--- src/hdl/cpc_pkg.sv ---
// Shared types, widths and the arctangent table for the cartesian/polar converter.
// No dependencies; imported by cpc_gain and cartesian_polar_converter_unit.
`default_nettype none
package cpc_pkg;

  localparam int unsigned ITERATIONS   = 16;
  localparam int unsigned ATAN_ENTRIES = 24;
  localparam int unsigned NITER = (ITERATIONS > ATAN_ENTRIES) ? ATAN_ENTRIES : ITERATIONS;

  localparam int unsigned FRAC_BITS = 14;
  localparam int unsigned XW        = 34;  // datapath coordinate width
  localparam int unsigned ZW        = 34;  // angle accumulator width, 2^31 = pi
  localparam int unsigned KW        = 33;  // signed width of the inverse gain
  localparam int unsigned PW        = XW + KW;
  localparam int unsigned RSHIFT    = 46;
  localparam int unsigned RW        = PW - RSHIFT;

  localparam logic signed [KW-1:0] INV_GAIN  = 33'sd2608131496;
  localparam logic signed [ZW-1:0] ANGLE_PI  = 34'sd2147483648;
  localparam int                   LIMIT_MAG = 46341;

  localparam logic OP_TO_POLAR = 1'b0;
  localparam logic OP_TO_CART  = 1'b1;

  typedef struct packed {
    logic                 op;
    logic                 zero;
    logic signed [XW-1:0] x;
    logic signed [XW-1:0] y;
    logic signed [ZW-1:0] z;
  } cpc_stage_t;

  typedef struct packed {
    logic [15:0]        mag;
    logic signed [15:0] ang;
    logic signed [16:0] re;
    logic signed [16:0] im;
  } cpc_res_t;

  // round(atan(2^-i) * 2^31 / pi)
  function automatic logic signed [ZW-1:0] atan_lut(input int unsigned idx);
    logic signed [ZW-1:0] v;
    case (idx)
      0:       v = 34'sd536870912;
      1:       v = 34'sd316933406;
      2:       v = 34'sd167458907;
      3:       v = 34'sd85004756;
      4:       v = 34'sd42667331;
      5:       v = 34'sd21354465;
      6:       v = 34'sd10679838;
      7:       v = 34'sd5340245;
      8:       v = 34'sd2670163;
      9:       v = 34'sd1335087;
      10:      v = 34'sd667544;
      11:      v = 34'sd333772;
      12:      v = 34'sd166886;
      13:      v = 34'sd83443;
      14:      v = 34'sd41722;
      15:      v = 34'sd20861;
      16:      v = 34'sd10430;
      17:      v = 34'sd5215;
      18:      v = 34'sd2608;
      19:      v = 34'sd1304;
      20:      v = 34'sd652;
      21:      v = 34'sd326;
      22:      v = 34'sd163;
      23:      v = 34'sd81;
      default: v = '0;
    endcase
    return v;
  endfunction

endpackage
`default_nettype wire

--- src/hdl/cpc_gain.sv ---
// Gain removal, rounding, saturation and result packing: two register stages.
// Depends on cpc_pkg.
`default_nettype none
module cpc_gain
  import cpc_pkg::*;
(
  input  wire logic       clk_i,
  input  wire logic       rst_ni,
  input  wire logic       in_valid_i,
  output logic            in_ready_o,
  input  wire cpc_stage_t in_stage_i,
  output logic            out_valid_o,
  input  wire logic       out_ready_i,
  output cpc_res_t        out_res_o
);

  localparam logic signed [RW-1:0] LIM_POS = RW'(LIMIT_MAG);
  localparam logic signed [RW-1:0] LIM_NEG = -RW'(LIMIT_MAG);
  localparam logic signed [PW-1:0] HALF    = PW'(1) <<< (RSHIFT - 1);

  // multiply stage
  logic                 va_q;
  logic                 op_a_q, zero_a_q;
  logic signed [PW-1:0] px_a_q, py_a_q;
  logic signed [15:0]   ang_a_q;
  logic                 en_a;

  // output stage
  logic     vb_q;
  cpc_res_t res_b_q, res_b_d;
  logic     en_b;

  logic signed [ZW-1:0] z_rnd;
  logic signed [PW-1:0] sx, sy;
  logic signed [RW-1:0] rx, ry;

  assign en_b       = !vb_q || out_ready_i;
  assign en_a       = !va_q || en_b;
  assign in_ready_o = en_a;

  assign z_rnd = in_stage_i.z + ZW'(32768);

  always_ff @(posedge clk_i or negedge rst_ni) begin
    if (!rst_ni) begin
      va_q <= 1'b0;
    end else if (en_a) begin
      va_q <= in_valid_i;
    end
  end

  always_ff @(posedge clk_i) begin
    if (en_a) begin
      op_a_q   <= in_stage_i.op;
      zero_a_q <= in_stage_i.zero;
      px_a_q   <= in_stage_i.x * INV_GAIN;
      py_a_q   <= in_stage_i.y * INV_GAIN;
      ang_a_q  <= z_rnd[31:16];
    end
  end

  assign sx = px_a_q + HALF;
  assign sy = py_a_q + HALF;
  assign rx = sx[PW-1:RSHIFT];
  assign ry = sy[PW-1:RSHIFT];

  always_comb begin
    res_b_d = '0;
    if (op_a_q == OP_TO_POLAR) begin
      if (!zero_a_q) begin
        if (rx < 0)            res_b_d.mag = '0;
        else if (rx > LIM_POS) res_b_d.mag = 16'(LIMIT_MAG);
        else                   res_b_d.mag = rx[15:0];
        res_b_d.ang = ang_a_q;
      end
    end else begin
      if (rx > LIM_POS)      res_b_d.re = LIM_POS[16:0];
      else if (rx < LIM_NEG) res_b_d.re = LIM_NEG[16:0];
      else                   res_b_d.re = rx[16:0];
      if (ry > LIM_POS)      res_b_d.im = LIM_POS[16:0];
      else if (ry < LIM_NEG) res_b_d.im = LIM_NEG[16:0];
      else                   res_b_d.im = ry[16:0];
    end
  end

  always_ff @(posedge clk_i or negedge rst_ni) begin
    if (!rst_ni) begin
      vb_q <= 1'b0;
    end else if (en_b) begin
      vb_q <= va_q;
    end
  end

  always_ff @(posedge clk_i) begin
    if (en_b) begin
      res_b_q <= res_b_d;
    end
  end

  assign out_valid_o = vb_q;
  assign out_res_o   = res_b_q;

endmodule
`default_nettype wire

--- config.mk ---
export PLATFORM = sky130hd
export DESIGN_NAME = cpc_gain
export DESIGN_NICKNAME = d
export VERILOG_FILES = /design/src/hdl/cpc_pkg.sv /design/src/hdl/cpc_gain.sv
export SDC_FILE = /design/constraint.sdc
export NUM_CORES = 2
export LEC_CHECK = 0
export ABC_AREA = 1
export ABC_CLOCK_PERIOD_IN_PS = 3650
export BUFFER_PORTS_ARGS = -buffer_cell sky130_fd_sc_hd__buf_4
export CAP_MARGIN = 10
export CELL_PAD_IN_SITES_DETAIL_PLACEMENT = 1
export CELL_PAD_IN_SITES_GLOBAL_PLACEMENT = 1
export CORE_MARGIN = 2
export CORE_UTILIZATION = 50
export CTS_BUF_LIST = sky130_fd_sc_hd__clkbuf_4 sky130_fd_sc_hd__clkbuf_8
export CTS_CLUSTER_SIZE = 14
export DETAILED_ROUTE_END_ITERATION = 12
export GPL_TIMING_DRIVEN = 0
export PLACE_DENSITY = 0.88
export SYNTH_ARGS = -nofsm -noshare
export SYNTH_HDL_FRONTEND = slang
export SYNTH_SLANG_ARGS = --single-unit
export TNS_END_PERCENT = 20
--- constraint.sdc ---
create_clock -name clk_i -period 3.65 [get_ports clk_i]
set_input_delay 0.365 -clock clk_i [delete_from_list [all_inputs] [get_ports clk_i]]
set_output_delay 0.365 -clock clk_i [all_outputs]
set_load 0.05 [all_outputs]
==> impl_metrics.xml, run 1 <==
<?xml version="1.0" encoding="UTF-8"?>
<metrics>
  <group name="logic_synthesis">
    <metric name="post-synth-top-area-cell" unit="">sky130_fd_sc_hd__fa_1</metric>
    <metric name="synth.distinct_cells" unit="">46</metric>
    <metric name="synthCells" unit="">5301</metric>
    <metric name="async_flop_share" unit="%">1.54</metric>
    <metric name="synth_top_family_by_area" unit="">adder cells</metric>
    <metric name="synth_fp_nets" unit="">7060</metric>
    <metric name="synth_ff_type" unit="">sky130_fd_sc_hd__edfxtp_1</metric>
    <metric name="postSynthRegisterBits" unit="">130</metric>
    <metric name="post_synth.cell_area_avg" unit="um^2">8.93</metric>
    <metric name="synth_seq_area_share" unit="%">8.23</metric>
    <metric name="synthTopCellsByArea" unit="">sky130_fd_sc_hd__fa_1 (44%), sky130_fd_sc_hd__ha_1 (16%), sky130_fd_sc_hd__inv_1 (15%), sky130_fd_sc_hd__edfxtp_1 (8.1%), sky130_fd_sc_hd__nand2_1 (4.2%)</metric>
    <metric name="synthXorXnorAreaFrac" unit="%">1.53</metric>
    <metric name="synth.area.mux_share" unit="%">0</metric>
    <metric name="synth_edf_count" unit="">128</metric>
    <metric name="netlist.area_leader.share" unit="%">44.2</metric>
    <metric name="most_frequent_cells_after_synthesis" unit="">sky130_fd_sc_hd__inv_1 (1893), sky130_fd_sc_hd__fa_1 (1046), sky130_fd_sc_hd__ha_1 (605), sky130_fd_sc_hd__nand2_1 (526), sky130_fd_sc_hd__nor2_1 (337)</metric>
    <metric name="yosys.area_share.simple" unit="%">9.76</metric>
    <metric name="yosys_warnings" unit="">0</metric>
    <metric name="synth_fa_ha_area_share" unit="%">60.2</metric>
    <metric name="synth_most_common_cell" unit="">sky130_fd_sc_hd__inv_1</metric>
    <metric name="compound_gate_fraction_of_synth_area" unit="%">5.09</metric>
    <metric name="mappedNetlistArea" unit="um^2">47300</metric>
  </group>
  <group name="placed_design">
    <metric name="dp_hpwl" unit="um">152000</metric>
    <metric name="io_buffers" unit="">158</metric>
    <metric name="placedInstanceArea" unit="um^2">50800</metric>
    <metric name="routabilityCongestion" unit="">1.03</metric>
  </group>
  <group name="cts">
    <metric name="cts_sinks" unit="">130</metric>
    <metric name="inserted_clock_buffers" unit="">17</metric>
    <metric name="clk_root_buffer_cell" unit="">sky130_fd_sc_hd__clkbuf_8</metric>
    <metric name="clk_path_buf_depth" unit="">2</metric>
    <metric name="cts_max_level" unit="">4</metric>
  </group>
  <group name="run_status">
    <metric name="run_status" unit="">stopped before the end</metric>
    <metric name="stop_err" unit="">[ERROR GRT-0232] Routing congestion too high. Check the congestion heatmap in the GUI.</metric>
    <metric name="last-stage-reached" unit="">5_1_grt</metric>
  </group>
  <group name="die">
    <metric name="fp.dieH" unit="um">312</metric>
    <metric name="die_w" unit="um">312</metric>
    <metric name="fp-row-count" unit="">112</metric>
    <metric name="floorplan.initialDensity" unit="%">50.6</metric>
    <metric name="io_pins" unit="">176</metric>
  </group>
  <group name="global_routing">
    <metric name="grt_start_max_net_pins" unit="">68</metric>
    <metric name="grt_overflow" unit="">30</metric>
    <metric name="global_route.usage.total" unit="%">52.6</metric>
  </group>
  <group name="sta">
    <metric name="timing.grt.repair.worst_endpoint" unit="">py_a_q[47]$_DFFE_PP_/D</metric>
    <metric name="worst_path_end_type" unit="">register input</metric>
  </group>
</metrics>
repair_timing:
item | CTS
hold buffers | 1
endpoints found under the hold margin | 2
gates resized for setup | 492
setup endpoints to repair | 44
pin swaps | 162
setup buffers | 60
metrics by stage:
| step | utilization [%] | worst slack, ps | std cells | hold slack [ps] | TNS, ps |
|---|---|---|---|---|---|
| 2_1_floorplan | - | -2350 | 5301 | 69.4 | -95350 |
| 3_3_place_gp | 54.2 | -3570 | 6713 | 147 | -155400 |
| 3_5_place_dp | 54.2 | -3820 | 6714 | 150 | -149480 |
| 4_1_cts | 57.1 | -2470 | 6807 | 0.644 | -105260 |
logic make-up after synthesis:
family,after synthesis
DFF,130
AOI/OAI and AO/OA,428
xor gates and xnor gates,82
buffers and inverters,1905
and+or+nand+nor,1105
adders and majority gates,1651
metal layers:
layer	overflow	track usage (%)
met5	0	5.83
met4	14	52.6
met3	0	30.2
met2	16	74.3
met1	0	52.7
==> run 2: changes to the inputs <==
==> config.mk (replaced) <==
export PLATFORM = sky130hd
export DESIGN_NAME = cpc_gain
export DESIGN_NICKNAME = d
export VERILOG_FILES = /design/src/hdl/cpc_pkg.sv /design/src/hdl/cpc_gain.sv
export SDC_FILE = /design/constraint.sdc
export NUM_CORES = 2
export LEC_CHECK = 0
export ABC_AREA = 1
export ABC_CLOCK_PERIOD_IN_PS = 3650
export BUFFER_PORTS_ARGS = -buffer_cell sky130_fd_sc_hd__buf_4
export CAP_MARGIN = 10
export CORE_MARGIN = 2
export CORE_UTILIZATION = 35
export DETAILED_ROUTE_END_ITERATION = 12
export GPL_TIMING_DRIVEN = 0
export PLACE_DENSITY_LB_ADDON = 0.15
export SYNTH_ARGS = -nofsm -noshare
export SYNTH_HDL_FRONTEND = slang
export SYNTH_SLANG_ARGS = --single-unit
export TNS_END_PERCENT = 20
==> impl_metrics.xml, run 2 <==
<?xml version="1.0" encoding="UTF-8"?>
<metrics>
  <group name="global_routing">
    <metric name="global_route.usage.total" unit="%">22.3</metric>
    <metric name="grt_overflow" unit="">0</metric>
    <metric name="grt_pass1_vias" unit="">36804</metric>
    <metric name="grt_antenna_before_repair" unit="">2</metric>
    <metric name="grt_start_max_net_pins" unit="">68</metric>
    <metric name="first_pass_grt_wire_length" unit="um">227000</metric>
  </group>
  <group name="cts">
    <metric name="clkLatencyLatePin" unit="ps">430</metric>
    <metric name="inserted_clock_buffers" unit="">17</metric>
    <metric name="cts.reportedPaths.clkPinSlew" unit="ps">60</metric>
    <metric name="tritoncts_clock_tree" unit="">built</metric>
    <metric name="cts_max_level" unit="">4</metric>
    <metric name="clk_root_buffer_cell" unit="">sky130_fd_sc_hd__clkbuf_16</metric>
    <metric name="cts_sinks" unit="">130</metric>
    <metric name="clk_path_buf_depth" unit="">2</metric>
  </group>
  <group name="logic_synthesis">
    <metric name="synth_fa_ha_area_share" unit="%">60.2</metric>
    <metric name="most_frequent_cells_after_synthesis" unit="">sky130_fd_sc_hd__inv_1 (1893), sky130_fd_sc_hd__fa_1 (1046), sky130_fd_sc_hd__ha_1 (605), sky130_fd_sc_hd__nand2_1 (526), sky130_fd_sc_hd__nor2_1 (337)</metric>
    <metric name="compound_gate_fraction_of_synth_area" unit="%">5.09</metric>
    <metric name="yosys_warnings" unit="">0</metric>
    <metric name="synth_fp_nets" unit="">7060</metric>
    <metric name="synth_seq_area_share" unit="%">8.23</metric>
    <metric name="yosys.area_share.simple" unit="%">9.76</metric>
    <metric name="mappedNetlistArea" unit="um^2">47300</metric>
    <metric name="async_flop_share" unit="%">1.54</metric>
    <metric name="postSynthRegisterBits" unit="">130</metric>
    <metric name="synthXorXnorAreaFrac" unit="%">1.53</metric>
    <metric name="synthCells" unit="">5301</metric>
    <metric name="synth.distinct_cells" unit="">46</metric>
    <metric name="synth_top_family_by_area" unit="">adder cells</metric>
    <metric name="synth_ff_type" unit="">sky130_fd_sc_hd__edfxtp_1</metric>
    <metric name="synth_edf_count" unit="">128</metric>
    <metric name="netlist.area_leader.share" unit="%">44.2</metric>
    <metric name="synthTopCellsByArea" unit="">sky130_fd_sc_hd__fa_1 (44%), sky130_fd_sc_hd__ha_1 (16%), sky130_fd_sc_hd__inv_1 (15%), sky130_fd_sc_hd__edfxtp_1 (8.1%), sky130_fd_sc_hd__nand2_1 (4.2%)</metric>
    <metric name="post_synth.cell_area_avg" unit="um^2">8.93</metric>
    <metric name="synth_most_common_cell" unit="">sky130_fd_sc_hd__inv_1</metric>
    <metric name="post-synth-top-area-cell" unit="">sky130_fd_sc_hd__fa_1</metric>
    <metric name="synth.area.mux_share" unit="%">0</metric>
  </group>
  <group name="hold_path">
    <metric name="startpoint_of_the_worst_hold_path" unit="">in_stage_i[103]</metric>
    <metric name="hold-path-cell-count" unit="">1</metric>
    <metric name="worstHoldPathType" unit="">input pin to flip-flop</metric>
  </group>
  <group name="worst_setup_path">
    <metric name="worstSetupStartpoint" unit="">in_stage_i[87]</metric>
    <metric name="kind_of_end_point_of_the_critical_path" unit="">flip-flop</metric>
    <metric name="ff2ff_path_depth" unit="">13</metric>
    <metric name="critical_path_at" unit="ps">6410</metric>
    <metric name="regToRegSetupSlack" unit="ps">760</metric>
    <metric name="path_max_fanout" unit="">6</metric>
    <metric name="start_kind" unit="">input pin</metric>
    <metric name="r2r-start" unit="">py_a_q[45]</metric>
    <metric name="critical_path_required" unit="ps">3840</metric>
    <metric name="timing.setup.critical_path_class" unit="">input pin to flip-flop</metric>
  </group>
  <group name="sta">
    <metric name="final.min_clock_period" unit="ps">6220</metric>
    <metric name="tightest_slew" unit="ps">914</metric>
    <metric name="rsz0062_at_grt" unit="">yes</metric>
    <metric name="timing.final.hold_violations" unit="">0</metric>
    <metric name="postLayoutSetupSlackWorst" unit="ps">-2570</metric>
    <metric name="final-setup-viol-count" unit="">44</metric>
    <metric name="final.period_utilization" unit="%">171</metric>
    <metric name="max_fclk" unit="GHz">0.161</metric>
    <metric name="maxSlewHeadroom" unit="%">39.1</metric>
    <metric name="fin_skew" unit="ps">7.53</metric>
    <metric name="final-max-slew-violation-count" unit="">0</metric>
  </group>
  <group name="final_layout">
    <metric name="drive_above_1_share" unit="%">18.1</metric>
    <metric name="cell_area_after_layout" unit="um^2">55900</metric>
    <metric name="area.growth.synth_to_final" unit="%">18.2</metric>
    <metric name="layout.cells.most_common" unit="">sky130_fd_sc_hd__inv_1</metric>
    <metric name="largest_register_ff_count" unit="">66</metric>
    <metric name="finish.net_count" unit="">7328</metric>
    <metric name="final_cell_mix" unit="">sky130_fd_sc_hd__inv_1 (1739), sky130_fd_sc_hd__fa_1 (951), sky130_fd_sc_hd__ha_1 (476), sky130_fd_sc_hd__nand2_1 (460), sky130_fd_sc_hd__nor2_1 (261)</metric>
  </group>
  <group name="route">
    <metric name="route.vias.total" unit="">34336</metric>
    <metric name="number_of_remaining_drc_errors" unit="">0</metric>
    <metric name="wirelength" unit="um">151000</metric>
    <metric name="drt-wirelength-per-cell" unit="um">20.5</metric>
    <metric name="detailedRoute.firstPassIterationCount" unit="">5</metric>
    <metric name="drt.antenna.violating_nets" unit="">0</metric>
    <metric name="post_drt_via_cell_ratio" unit="">4.67</metric>
    <metric name="drt_iter0_markers" unit="">2070</metric>
  </group>
  <group name="die">
    <metric name="fp.dieH" unit="um">372</metric>
    <metric name="floorplan.die_area" unit="um^2">138000</metric>
    <metric name="fp-row-count" unit="">134</metric>
    <metric name="die_w" unit="um">372</metric>
    <metric name="floorplan.initialDensity" unit="%">35.4</metric>
    <metric name="io_pins" unit="">176</metric>
    <metric name="floorplan.core_area" unit="um^2">134000</metric>
  </group>
  <group name="run_status">
    <metric name="run_status" unit="">complete, but fails checks</metric>
    <metric name="violations" unit="">negative setup slack</metric>
  </group>
  <group name="placed_design">
    <metric name="io_buffers" unit="">158</metric>
    <metric name="routabilityCongestion" unit="">0.936</metric>
    <metric name="detailedPlace.worstSlack" unit="ps">-3730</metric>
    <metric name="placedInstanceArea" unit="um^2">51400</metric>
    <metric name="dp_hpwl" unit="um">137000</metric>
  </group>
  <group name="flow_run">
    <metric name="cap_viol_max_count" unit="">0</metric>
  </group>
</metrics>
-- run 2: cell counts after synthesis --
Identical to the previous run, type by type.
-- run 2: final cells by class --
cell class | instances | area (um^2)
Buffer | 10 | 63.8
Antenna cell | 2 | 5.00
Multi-Input combinational cell | 3266 | 39700
Clock inverter | 15 | 165
Clock buffer | 17 | 425
Sequential cell | 130 | 3890
Timing Repair Buffer | 249 | 2290
Fill cell | 13357 | 77900
Tap cell | 1768 | 2210
Inverter | 1895 | 7210
-- run 2: final timing paths --
check | endpoint
max | px_a_q[62]
min | op_a_q
max reg2reg | out_res_o[6]
min reg2reg | out_res_o[49]
max in group asynchronous | out_valid_o
min in group asynchronous | va_q
-- run 2: stage by stage --
stage	cells	hold WS, ps	utilization (%)	TNS [ps]
floorplan	5301	69.4	-	-95350
finish	7352	108	41.8	-104020
global route	7350	91.6	41.8	-112320
detailed placement	7228	149	38.4	-147270
CTS	7316	86.4	40.8	-105250
global placement	7227	147	38.4	-166600
-- run 2: critical path: stages --
cell,delay (ps)
sky130_fd_sc_hd__buf_6,140
sky130_fd_sc_hd__ha_4,290
sky130_fd_sc_hd__inv_4,60
sky130_fd_sc_hd__fa_1,510
sky130_fd_sc_hd__inv_2,60
sky130_fd_sc_hd__fa_1,500
sky130_fd_sc_hd__inv_1,60
sky130_fd_sc_hd__fa_1,510
sky130_fd_sc_hd__inv_1,50
sky130_fd_sc_hd__fa_1,540
sky130_fd_sc_hd__fa_2,450
sky130_fd_sc_hd__fa_1,510
sky130_fd_sc_hd__inv_2,50
sky130_fd_sc_hd__fa_2,660
sky130_fd_sc_hd__inv_2,70
sky130_fd_sc_hd__ha_4,300
sky130_fd_sc_hd__nand2_4,80
sky130_fd_sc_hd__nor2_4,110
sky130_fd_sc_hd__inv_2,60
sky130_fd_sc_hd__nor2_2,130
sky130_fd_sc_hd__inv_2,70
sky130_fd_sc_hd__nor4_4,150
sky130_fd_sc_hd__a21oi_2,140
sky130_fd_sc_hd__or3_4,420
sky130_fd_sc_hd__nand3_2,70
sky130_fd_sc_hd__nand2_2,50
-- run 2: what timing repair did --
action	CTS	global route
hold endpoints to repair	2	0
hold buffers	1	0
buffers inserted	55	33
pin swaps	193	155
gates resized for setup	559	291
endpoints found under the setup margin	44	44
gates cloned	0	1
-- run 2: metal layers --
metal / routed length (um) / track usage (%) / vias to the layer above
met5: 0 / 0 / -
met3: 9760 / 4.51 / 114
met1: 71800 / 32.6 / 17269
li1: - / - / 16119
met2: 66800 / 34.4 / 834
met4: 2340 / 3.58 / 0
-- run 2: kinds of logic (layout without fill, tap and decap cells) --
logic type	Yosys count	count (layout)
buffers and inverters	1905	2186
adders and majority gates	1651	1651
and+or+nand+nor	1105	1105
AOI/OAI and AO/OA	428	428
DFF	130	130
xor gates and xnor gates	82	82
other	0	2
Power of run 2 is not shown: default switching activity piles up to over one toggle a cycle in this logic, so the estimate is an artifact.
